--- config.mk ---
export PLATFORM = sky130hd
export DESIGN_NAME = fla_ctrl
export DESIGN_NICKNAME = d
export VERILOG_FILES = /design/src/rtl/fla_pkg.sv /design/src/rtl/fla_ctrl.sv
export SDC_FILE = /design/constraint.sdc
export NUM_CORES = 1
export LEC_CHECK = 0
export BUFFER_PORTS_ARGS = -buffer_cell sky130_fd_sc_hd__buf_2
export CAP_MARGIN = 20
export CORE_AREA = 3 3 40 42
export CTS_CLUSTER_DIAMETER = 60
export DETAILED_ROUTE_END_ITERATION = 12
export DIE_AREA = 0 0 43 45
export PLACE_DENSITY = 0.43
export SYNTH_ARGS = -nofsm -noshare
export SYNTH_HDL_FRONTEND = slang
export SYNTH_SLANG_ARGS = --single-unit
--- constraint.sdc ---
create_clock -name i_clk -period 0.9 [get_ports i_clk]
set_input_delay 0 -clock i_clk [delete_from_list [all_inputs] [get_ports i_clk]]
set_output_delay 0 -clock i_clk [all_outputs]
set_load 0.005 [all_outputs]
--- src/rtl/fla_pkg.sv ---
`default_nettype none

package fla_pkg;

    // Sizing of the page store.
    localparam int MAX_PAGES   = 1024;
    localparam int GROWTH_STEP = 16;
    localparam int PAGE_W      = 10;
    localparam int COUNT_W     = 11;
    localparam int RAM_DEPTH   = 1 << PAGE_W;
    localparam int GROW_IDX_W  = (GROWTH_STEP > 1) ? $clog2(GROWTH_STEP) : 1;

    // Request codes.
    localparam logic CMD_ALLOC = 1'b0;
    localparam logic CMD_FREE  = 1'b1;

    // Result status codes.
    localparam logic [1:0] STATUS_OK      = 2'd0;
    localparam logic [1:0] STATUS_FULL    = 2'd1;
    localparam logic [1:0] STATUS_INVALID = 2'd2;

    // Commands from the controller to the datapath.
    typedef struct packed {
        logic       accept;       // capture the request beat
        logic       grow_write;   // write one link of the fresh run
        logic       grow_finish;  // make the run the list, raise the count
        logic       pop;          // head takes the link just read
        logic       push;         // link the freed page in front of the head
        logic       load_result;  // register a result beat
        logic       result_page;  // result carries the old head page
        logic [1:0] result_status;
    } t_dp_cmd;

    // Status from the datapath to the controller.
    typedef struct packed {
        logic cmd;
        logic head_zero;
        logic growth_full;
        logic free_invalid;
        logic grow_last;
    } t_dp_status;

endpackage

`default_nettype wire

--- src/rtl/fla_ctrl.sv ---
`default_nettype none

module fla_ctrl (
    input  wire logic                 i_clk,
    input  wire logic                 i_rst_n,
    input  wire logic                 i_start,
    input  wire fla_pkg::t_dp_status  i_dp_status,
    output      fla_pkg::t_dp_cmd     o_dp_cmd,
    output      logic                 o_busy,
    output      logic                 o_done
);

    typedef enum logic [1:0] {
        S_IDLE,
        S_EXEC,
        S_GROW,
        S_POP
    } t_state;

    t_state r_state;
    t_state n_state;
    logic   r_done;
    logic   n_done;

    // Next state and datapath commands.
    always_comb begin
        n_state  = r_state;
        n_done   = 1'b0;
        o_dp_cmd = '0;
        o_dp_cmd.result_status = fla_pkg::STATUS_OK;
        case (r_state)
            S_IDLE: begin
                if (i_start) begin
                    o_dp_cmd.accept = 1'b1;
                    n_state = S_EXEC;
                end
            end
            S_EXEC: begin
                if (i_dp_status.cmd == fla_pkg::CMD_FREE) begin
                    o_dp_cmd.load_result = 1'b1;
                    n_done  = 1'b1;
                    n_state = S_IDLE;
                    if (i_dp_status.free_invalid) begin
                        o_dp_cmd.result_status = fla_pkg::STATUS_INVALID;
                    end else begin
                        o_dp_cmd.push = 1'b1;
                    end
                end else if (!i_dp_status.head_zero) begin
                    // The link of the head is read in this cycle.
                    n_state = S_POP;
                end else if (i_dp_status.growth_full) begin
                    o_dp_cmd.load_result   = 1'b1;
                    o_dp_cmd.result_status = fla_pkg::STATUS_FULL;
                    n_done  = 1'b1;
                    n_state = S_IDLE;
                end else begin
                    n_state = S_GROW;
                end
            end
            S_GROW: begin
                o_dp_cmd.grow_write = 1'b1;
                if (i_dp_status.grow_last) begin
                    o_dp_cmd.grow_finish = 1'b1;
                    n_state = S_EXEC;
                end
            end
            S_POP: begin
                o_dp_cmd.pop         = 1'b1;
                o_dp_cmd.load_result = 1'b1;
                o_dp_cmd.result_page = 1'b1;
                n_done  = 1'b1;
                n_state = S_IDLE;
            end
            default: begin
                n_state = S_IDLE;
            end
        endcase
    end

    // State and the result strobe.
    always_ff @(posedge i_clk) begin
        if (!i_rst_n) begin
            r_state <= S_IDLE;
            r_done  <= 1'b0;
        end else begin
            r_state <= n_state;
            r_done  <= n_done;
        end
    end

    assign o_busy = (r_state != S_IDLE);
    assign o_done = r_done;

endmodule

`default_nettype wire

## Word level (Yosys, flattened, before mapping)

Cells that the tools add are included.

| cells by class | value |
|---|---|
| add/subtract/negate cells | 0 |
| multiply operators | 0 |
| divide/modulo/power cells | 0 |
| magnitude comparators | 0 |
| equality and inequality tests | 5 |
| shifts and indexed selects | 0 |
| muxes and demuxes | 23 |
| bitwise gates (word level) | 0 |
| reduce and logical (&&, ||, !) cells | 3 |

Operators with widths:

| cell | count |
|---|---|
| 2-bit 2-to-1 mux | 9 |
| 1-bit 2-to-1 mux | 12 |
| 2-bit case mux with 4 select lines | 1 |
| 2-bit == test, second input constant | 2 |
| 2-bit inequality test, second input constant | 2 |
| 2-bit by 1-bit == test with 1-bit output, second input constant | 1 |
| 2-bit logical NOT | 1 |
| 1-bit case mux with 2 select lines | 1 |
| 2-bit AND reduction | 1 |
| 2-bit nonzero test | 1 |

| storage, ports and cells | value |
|---|---|
| register bits after elaboration | 3 |
| bits in latches | 0 |
| bits in writable memories | 0 |
| bits in read-only memories | 0 |
| input bits | 8 |
| output and inout port bits | 11 |
| word-level logic and storage cells | 33 |
| memories | 0 |

## Logic depth before layout (Yosys ltp)

Gate-level depths: netlist of the first run.

| logic depth | value |
|---|---|
| depth after elaboration | 4 |
| mapped depth | 4 |
| gate-level depth less buffers | 2 |

## Worst setup path after synthesis of the first run

OpenSTA, ideal clock, no wires.

| path | value |
|---|---|
| kind | reg-to-reg |
| start point | register r_state[1] |
| end point | register r_done, in the netlist o_done |
| setup time | 116 ps |
| arrival time | 773 ps |
| required time | 784 ps |
| setup slack | 11 ps |
| stages on the path, launching flop included | 4 |
| path buffers | 1 |
| period minus slack after synthesis | 889 ps |
| cell sequence | dfxtp_1 > buf_6 > a211oi_2 > and3b_1 |

| on the way | value |
|---|---|
| longest elaborated chain between the ends | 2 |
| elaborated cells between the ends (all ways) | 3 |
| those cells by class | eq/ne (2); mux (1) |

Ends and longest elaborated chain:

| what | RTL line | source |
|---|---|---|
| start, declared | fla_ctrl.sv:20 | `t_state r_state;` |
| start signal, assigned | fla_ctrl.sv:86 | `r_state <= n_state;` |
| 2-bit == test or 2-bit by 1-bit == test with 1-bit output (tied branches) | fla_ctrl.sv:31 | `case (r_state)` |
| 1-bit case mux with 2 select lines (*) | fla_ctrl.sv:31 |  |
| end signal, assigned | fla_ctrl.sv:87 | `r_done <= n_done;` |
| end, declared | fla_ctrl.sv:22 | `logic r_done;` |

Every way passes the cells marked *; elsewhere a longest branch is shown, timed or not.
A chain may end at the register's enable or synchronous reset.

==> reports/qor.csv, run 1 <==
stage;metric;value;unit
synthesis;syn avg cell area;9.62;µm²
synthesis;sequential fraction of the synthesis area;0.240;
synthesis;Post-synth top cells;3 x buf_4, 3 x dfxtp_1, 2 x and2_1, 2 x nor2_1, 2 x nor2b_1;
worst_setup_path;CP max-delay cell;dfxtp_4;
detailed_routing;via count;274;
power;peak supply drop;0.777;mV
worst_setup_path;Worst Reg2Reg Path Length in Cells;4;
die;Die X;43;µm
finish;diode count;0;
timing;Post-Route Skew;1.71;ps
worst_setup_path;Worst R2R Start;r_state[1]$_SDFFE_PN0P_;
die;IO Count;19;
detailed_routing;drt first pass iters;2;
finish;layout cell share with drive strength beyond 1;0.706;
clock_network;clk buf depth;2;
worst_setup_path;RR Endpoint;o_done$_SDFF_PN0_;
synthesis;count of cell types in the netlist;19;
timing;Final setup viols;11;
detailed_routing;WL final;610;µm
timing;final hold vios;0;
clock_network;# hold bufs at CTS;0;
synthesis;synth top area cells;dfxtp_1 24%, buf_4 9.0%, nor4b_2 6.0%;
synthesis;syn_nets;34;
finish;Fill cells;148;
grt;vias in the first global route;226;
clock_network;clock sinks;3;
worst_setup_path;Setup Crit Path Kind;reg2out;
synthesis;Synth warnings;0;
detailed_routing;Via density;4.15;
worst_setup_path;startpoint types;flip-flop;
finish;fin util;0.336;
timing;final setup TNS;-1500;ps
die;die area;1940;µm²
detailed_routing;drt initial violations;1;
place;HPWL Detailed;522;µm
timing;fmax;0.918;GHz
die;Die Ht;45;µm
detailed_routing;post-route ant nets;0;
worst_setup_path;CP peak stage delay;350;ps
clock_network;Root Driver;clkbuf_4;
grt;largest net degree at the start of global routing;8;
synthesis;EDFF count, synth;0;
synthesis;share of the synthesized area in the top cell type;0.240;
timing;Worst-Margin Slew;223;ps
worst_setup_path;CP startpoint;r_state[1]$_SDFFE_PN0P_;
die;site row count;13;
grt;total gr overflow;0;
finish;P&R area growth vs syn;72.5;%
synthesis;Synth Cell Area;250;µm²
clock_network;clock slew at reported path FFs;30;ps
timing;fin. max-slew vios;0;
detailed_routing;WL/cell;9.24;µm
synthesis;Most used DFF post-synth;dfxtp_1;
clock_network;Inserted Clock Buffers;3;
timing;Final Critical Period;1090;ps
power;P_leak;0.224;nW
timing;period utilization;1.21;
die;CORE AREA;1280;µm²
synthesis;Synth Instances;26;
timing;Setup WS post-layout;-190;ps
finish;final net count;60;
grt;first-pass GRT wire length;897;µm
die;Initial Util;0.195;
power;overall power;504;µW
place;GPL Wtd Cong;0.724;
power;pwr dens;1170;nW/µm²
worst_setup_path;Worst EP arrival;1090;ps
timing;final hold slack;42.9;ps
timing;RSZ-0062 raised after global routing;true;
worst_setup_path;top fanout value on the critical path;6;
synthesis;leading area contributor after synthesis;dfxtp_1;
run_status;failing checks;negative setup slack;
clock_network;CTS tree;done;
grt;GR Util All Layers;0.0699;
worst_setup_path;CP required;900;ps
timing;Worst slew margin;0.851;
worst_setup_path;Worst setup endpoint;o_dp_cmd[8];
synthesis;Synth async-reset ratio;0;
place;port bufs;18;
grt;initial antenna violation count;0;
run_status;status;finished, violations left;
worst_setup_path;kind of end point of the critical path;output pin;
hold_path;Hold Crit Class;in2reg;
worst_setup_path;R2R setup slack;-170;ps
run;Max-Cap Viols;0;
synthesis;#FFs+latches synth;3;
worst_setup_path;CP cell instances;buf_6 > or2_4 > nor2_2 > buf_2;
hold_path;Cells on Worst Hold Path;2;
clock_network;H-tree Lvls;1;
detailed_routing;Residual DRC;0;
clock_network;worst skew pair latency;230;ps
## sequential cells by signal (all words and copies together), names as in the netlist
register  count
r_state       2
o_done        1
## worst max-delay path: cells and delay by family (launching register included)
kind	cells	cell delay [ps]
buffers and inverters	2	220
AND/OR/NAND/NOR	2	300
flip-flops	1	350
## report_power, final
part | leakage [nW] | switching [mW] | internal [mW]
clock network | 0.0150 | 0.0587 | 0.165
logic | 0.183 | 0.0500 | 0.0808
registers | 0.0260 | 0.00990 | 0.139
## stage by stage
stage / setup WS [ps] / area, µm² / std cells
5_1_grt: -253 / 432 / 66
3_3_place_gp: -31.5 / 355 / 59
2_1_floorplan: 11.1 / 250 / 26
3_5_place_dp: -19.2 / 355 / 59
4_1_cts: -225 / 399 / 63
6_report: -190 / 432 / 66
## worst min-delay path by stage
stage / endpoint / from / slack [ps]
2_1_floorplan: o_dp_cmd[0] / i_dp_status[4] / 30
6_report: r_state[0]$_SDFFE_PN0P_ / i_rst_n / 40
3_5_place_dp: r_state[0]$_SDFFE_PN0P_ / i_rst_n / 270
5_1_grt: r_state[0]$_SDFFE_PN0P_ / i_rst_n / 50
3_3_place_gp: r_state[0]$_SDFFE_PN0P_ / i_rst_n / 270
4_1_cts: r_state[0]$_SDFFE_PN0P_ / i_rst_n / 30
## area by class of cell
cell class	instances	area (µm²)	share of cell area
tap	15	18.8	0.0435
timing repair buffer	25	153	0.354
sequential	3	67.6	0.157
multi-input combinational	18	163	0.377
inverter	1	3.75	0.00870
clock buffer	4	26.3	0.0609
## layout by cell type, fill, tap and decap left out
| cell | n |
|---|---|
| clkbuf_4 | 3 |
| buf_2 | 17 |
| buf_6 | 2 |
| nand2b_1 | 1 |
| and4b_1 | 1 |
| nor4b_2 | 1 |
| or2_4 | 1 |
| and4bb_2 | 1 |
| a32o_1 | 1 |
| and3b_1 | 1 |
| dfxtp_4 | 2 |
| nor2b_2 | 1 |
| buf_4 | 6 |
| nand4b_1 | 1 |
| clkbuf_1 | 1 |
| dfxtp_1 | 1 |
| nor2_1 | 1 |
| mux2i_1 | 1 |
| o2bb2ai_1 | 1 |
| nor2b_1 | 2 |
| and2_1 | 2 |
| nor2_2 | 1 |
| inv_1 | 1 |
| a211oi_4 | 1 |
## cells by family (layout without fill, tap and decap cells)
family / after synthesis / count (layout) / share of synthesized area
and+or+nand+nor: 14 / 14 / 0.445
buffers and inverters: 5 / 30 / 0.150
AOI/OAI and AO/OA: 3 / 3 / 0.125
DFF: 3 / 3 / 0.240
muxes: 1 / 1 / 0.0400
## per-layer routing
layer	track usage	vias to the layer above	wire, µm	part of all wire
met5	0	-	0	0
met4	0.0542	0	0	0
met3	0.0478	0	49	0.080
met2	0.0958	10	306	0.50
met1	0.0745	123	254	0.42
li1	-	141	-	-
## repair_timing
action,4_1_cts,5_1_grt
pin swaps,0,1
setup buffers,0,3
gates resized for setup,6,2
hold endpoints to repair,0,0
setup endpoints to repair,12,12
Note: power is estimated with default switching activity, not from simulation.
==> inputs of run 2 (changes only) <==
--- a/config.mk
+++ b/config.mk
@@ -5,13 +5,14 @@
 export SDC_FILE = /design/constraint.sdc
 export NUM_CORES = 1
 export LEC_CHECK = 0
+export ABC_AREA = 1
 export BUFFER_PORTS_ARGS = -buffer_cell sky130_fd_sc_hd__buf_2
 export CAP_MARGIN = 20
 export CORE_AREA = 3 3 40 42
 export CTS_CLUSTER_DIAMETER = 60
 export DETAILED_ROUTE_END_ITERATION = 12
 export DIE_AREA = 0 0 43 45
-export PLACE_DENSITY = 0.43
+export PLACE_DENSITY = 0.4
 export SYNTH_ARGS = -nofsm -noshare
 export SYNTH_HDL_FRONTEND = slang
 export SYNTH_SLANG_ARGS = --single-unit
==> reports/qor.csv, run 2 <==
stage;metric;value;unit
detailed_routing;Via density;3.82;
timing;Worst-Margin Slew;148;ps
place;HPWL Detailed;457;µm
finish;commonest non-fill, non-tap cell in the layout;buf_2;
worst_setup_path;startpoint types;flip-flop;
detailed_routing;drt first pass iters;2;
die;Die Ht;45;µm
finish;final net count;68;
worst_setup_path;kind of end point of the critical path;output pin;
finish;P&R area growth vs syn;83.7;%
timing;Worst slew margin;0.901;
worst_setup_path;Setup Crit Path Kind;reg2out;
worst_setup_path;CP required;900;ps
finish;commonest non-fill, non-tap cells in the layout;17 x buf_2, 7 x nand2_1, 7 x nor2_1;
clock_network;clk buf depth;2;
detailed_routing;WL/cell;8.22;µm
worst_setup_path;RR Endpoint;r_state[0]$_SDFFE_PN0P_;
clock_network;Root Driver;clkbuf_4;
synthesis;count of cell types in the netlist;9;
finish;fin util;0.297;
die;site row count;13;
synthesis;share of the synthesized area in the top cell type;0.289;
die;IO Count;19;
die;die area;1940;µm²
detailed_routing;Residual DRC;0;
clock_network;CTS tree;done;
detailed_routing;WL met1;268;µm
detailed_routing;wire length on met3;56;µm
timing;final hold slack;15.7;ps
grt;first-pass GRT wire length;1080;µm
timing;fin. max-slew vios;0;
timing;final hold vios;0;
timing;Final setup viols;4;
detailed_routing;top routing layer used;met3;
worst_setup_path;CP startpoint;r_state[1]$_SDFFE_PN0P_;
timing;period utilization;1.04;
clock_network;# hold bufs at CTS;0;
place;port bufs;18;
finish;diode count;0;
clock_network;Inserted Clock Buffers;3;
clock_network;clock sinks;3;
timing;Post-Route Skew;0.265;ps
finish;Top reg by flops;r_state;
grt;vias in the first global route;291;
synthesis;EDFF count, synth;0;
timing;fmax;1.07;GHz
timing;Setup WS post-layout;-36.2;ps
clock_network;H-tree Lvls;1;
synthesis;synth top area cells;dfxtp_1 29%, nand2_1 14%, nor2_1 14%;
timing;Final Critical Period;936;ps
run_status;status;finished, violations left;
synthesis;Synth async-reset ratio;0;
die;Die X;43;µm
synthesis;Most used DFF post-synth;dfxtp_1;
detailed_routing;post-route ant nets;0;
worst_setup_path;top fanout value on the critical path;5;
worst_setup_path;Worst Reg2Reg Path Length in Cells;4;
grt;GR Util All Layers;0.0749;
grt;initial antenna violation count;0;
place;GPL Wtd Cong;0.684;
power;peak supply drop;0.567;mV
synthesis;Synth Instances;37;
clock_network;clock slew at reported path FFs;40;ps
power;pwr dens;1360;nW/µm²
power;P_leak;0.230;nW
run_status;failing checks;negative setup slack;
synthesis;leading area contributor after synthesis;dfxtp_1;
synthesis;syn_nets;45;
synthesis;#FFs+latches synth;3;
detailed_routing;DR WL met2;284;µm
grt;largest net degree at the start of global routing;8;
detailed_routing;WL final;608;µm
die;CORE AREA;1280;µm²
hold_path;Hold Crit Class;in2reg;
power;overall power;520;µW
worst_setup_path;Worst setup endpoint;o_dp_cmd[0];
synthesis;Post-synth top cells;8 x nand2_1, 8 x nor2_1, 7 x inv_1;
synthesis;syn avg cell area;5.61;µm²
finish;max FFs per register;2;
synthesis;sequential fraction of the synthesis area;0.289;
finish;fin area;382;µm²
grt;total gr overflow;0;
run;Max-Cap Viols;0;
detailed_routing;via count;283;
synthesis;Synth Cell Area;208;µm²
worst_setup_path;R2R setup slack;30;ps
clock_network;worst skew pair latency;230;ps
worst_setup_path;Worst EP arrival;940;ps
synthesis;Synth warnings;0;
timing;RSZ-0062 raised after global routing;true;
die;Initial Util;0.162;
detailed_routing;drt initial violations;2;
worst_setup_path;Worst R2R Start;r_state[0]$_SDFFE_PN0P_;
finish;layout cell share with drive strength beyond 1;0.559;
place;dpl cell area;302;µm²
run 2: metrics by stage:
stage	std cells	TNS [ps]	setup WS, ps
finish	74	-91.4	-36.2
detailed placement	68	0	31.5
global route	74	-738	-106
global placement	68	0	16.8
floorplan	37	0	85.0
CTS	74	-132	-43.4
run 2: area by class of cell:
cell class | instances | area [µm²]
repair buffers | 20 | 111
clock buffers | 4 | 26.3
well taps | 15 | 18.8
flip-flops and latches | 3 | 65.1
inverters | 7 | 28.8
multi-input cells | 25 | 131
fillers | 168 | 903
run 2: critical path, cell delays in order, from the launching register on:
cell and delay (ps):
dfxtp_2 320, inv_4 90, nand2_4 70, nor3_2 100, buf_2 130
run 2: metal layers:
metal / vias to the layer above / track usage
li1: 154 / -
met1: 118 / 0.0889
met2: 11 / 0.114
met3: 0 / 0.0359
met4: 0 / 0.0361
met5: - / 0
run 2: timing repair:
action,4_1_cts,5_1_grt
gates cloned,0,0
resized for setup,10,3
pin swaps,1,2
endpoints found under the setup margin,10,12
setup buffers,2,0
run 2: worst min path at each step:
stage               cells after the start  slack, ps      startpoint                       to
CTS                                     3         10         i_rst_n  r_state[1]$_SDFFE_PN0P_
floorplan                               1         30  i_dp_status[1]              o_dp_cmd[4]
detailed placement                      3        240  i_dp_status[1]              o_dp_cmd[4]
finish                                  3         20         i_rst_n  r_state[1]$_SDFFE_PN0P_
global placement                        3        240  i_dp_status[1]              o_dp_cmd[4]
global route                            3         40         i_rst_n  r_state[0]$_SDFFE_PN0P_
run 2: cells by family (layout without fill, tap and decap cells):
kind of cell           Yosys count  after routing  share of synthesized area
DFF                              3              3                      0.289
and+or+nand+nor                 23             23                      0.464
buffers and inverters            9             31                      0.199
AOI/OAI and AO/OA                2              2                     0.0482
run 2: where the power goes:
group / leakage (nW) / switching, mW / internal, mW / total (mW)
Combinational: 0.189 / 0.0624 / 0.0626 / 0.125
Sequential: 0.0257 / 0.0144 / 0.144 / 0.158
Clock: 0.0150 / 0.0702 / 0.166 / 0.236
Total: 0.230 / 0.147 / 0.372 / 0.520
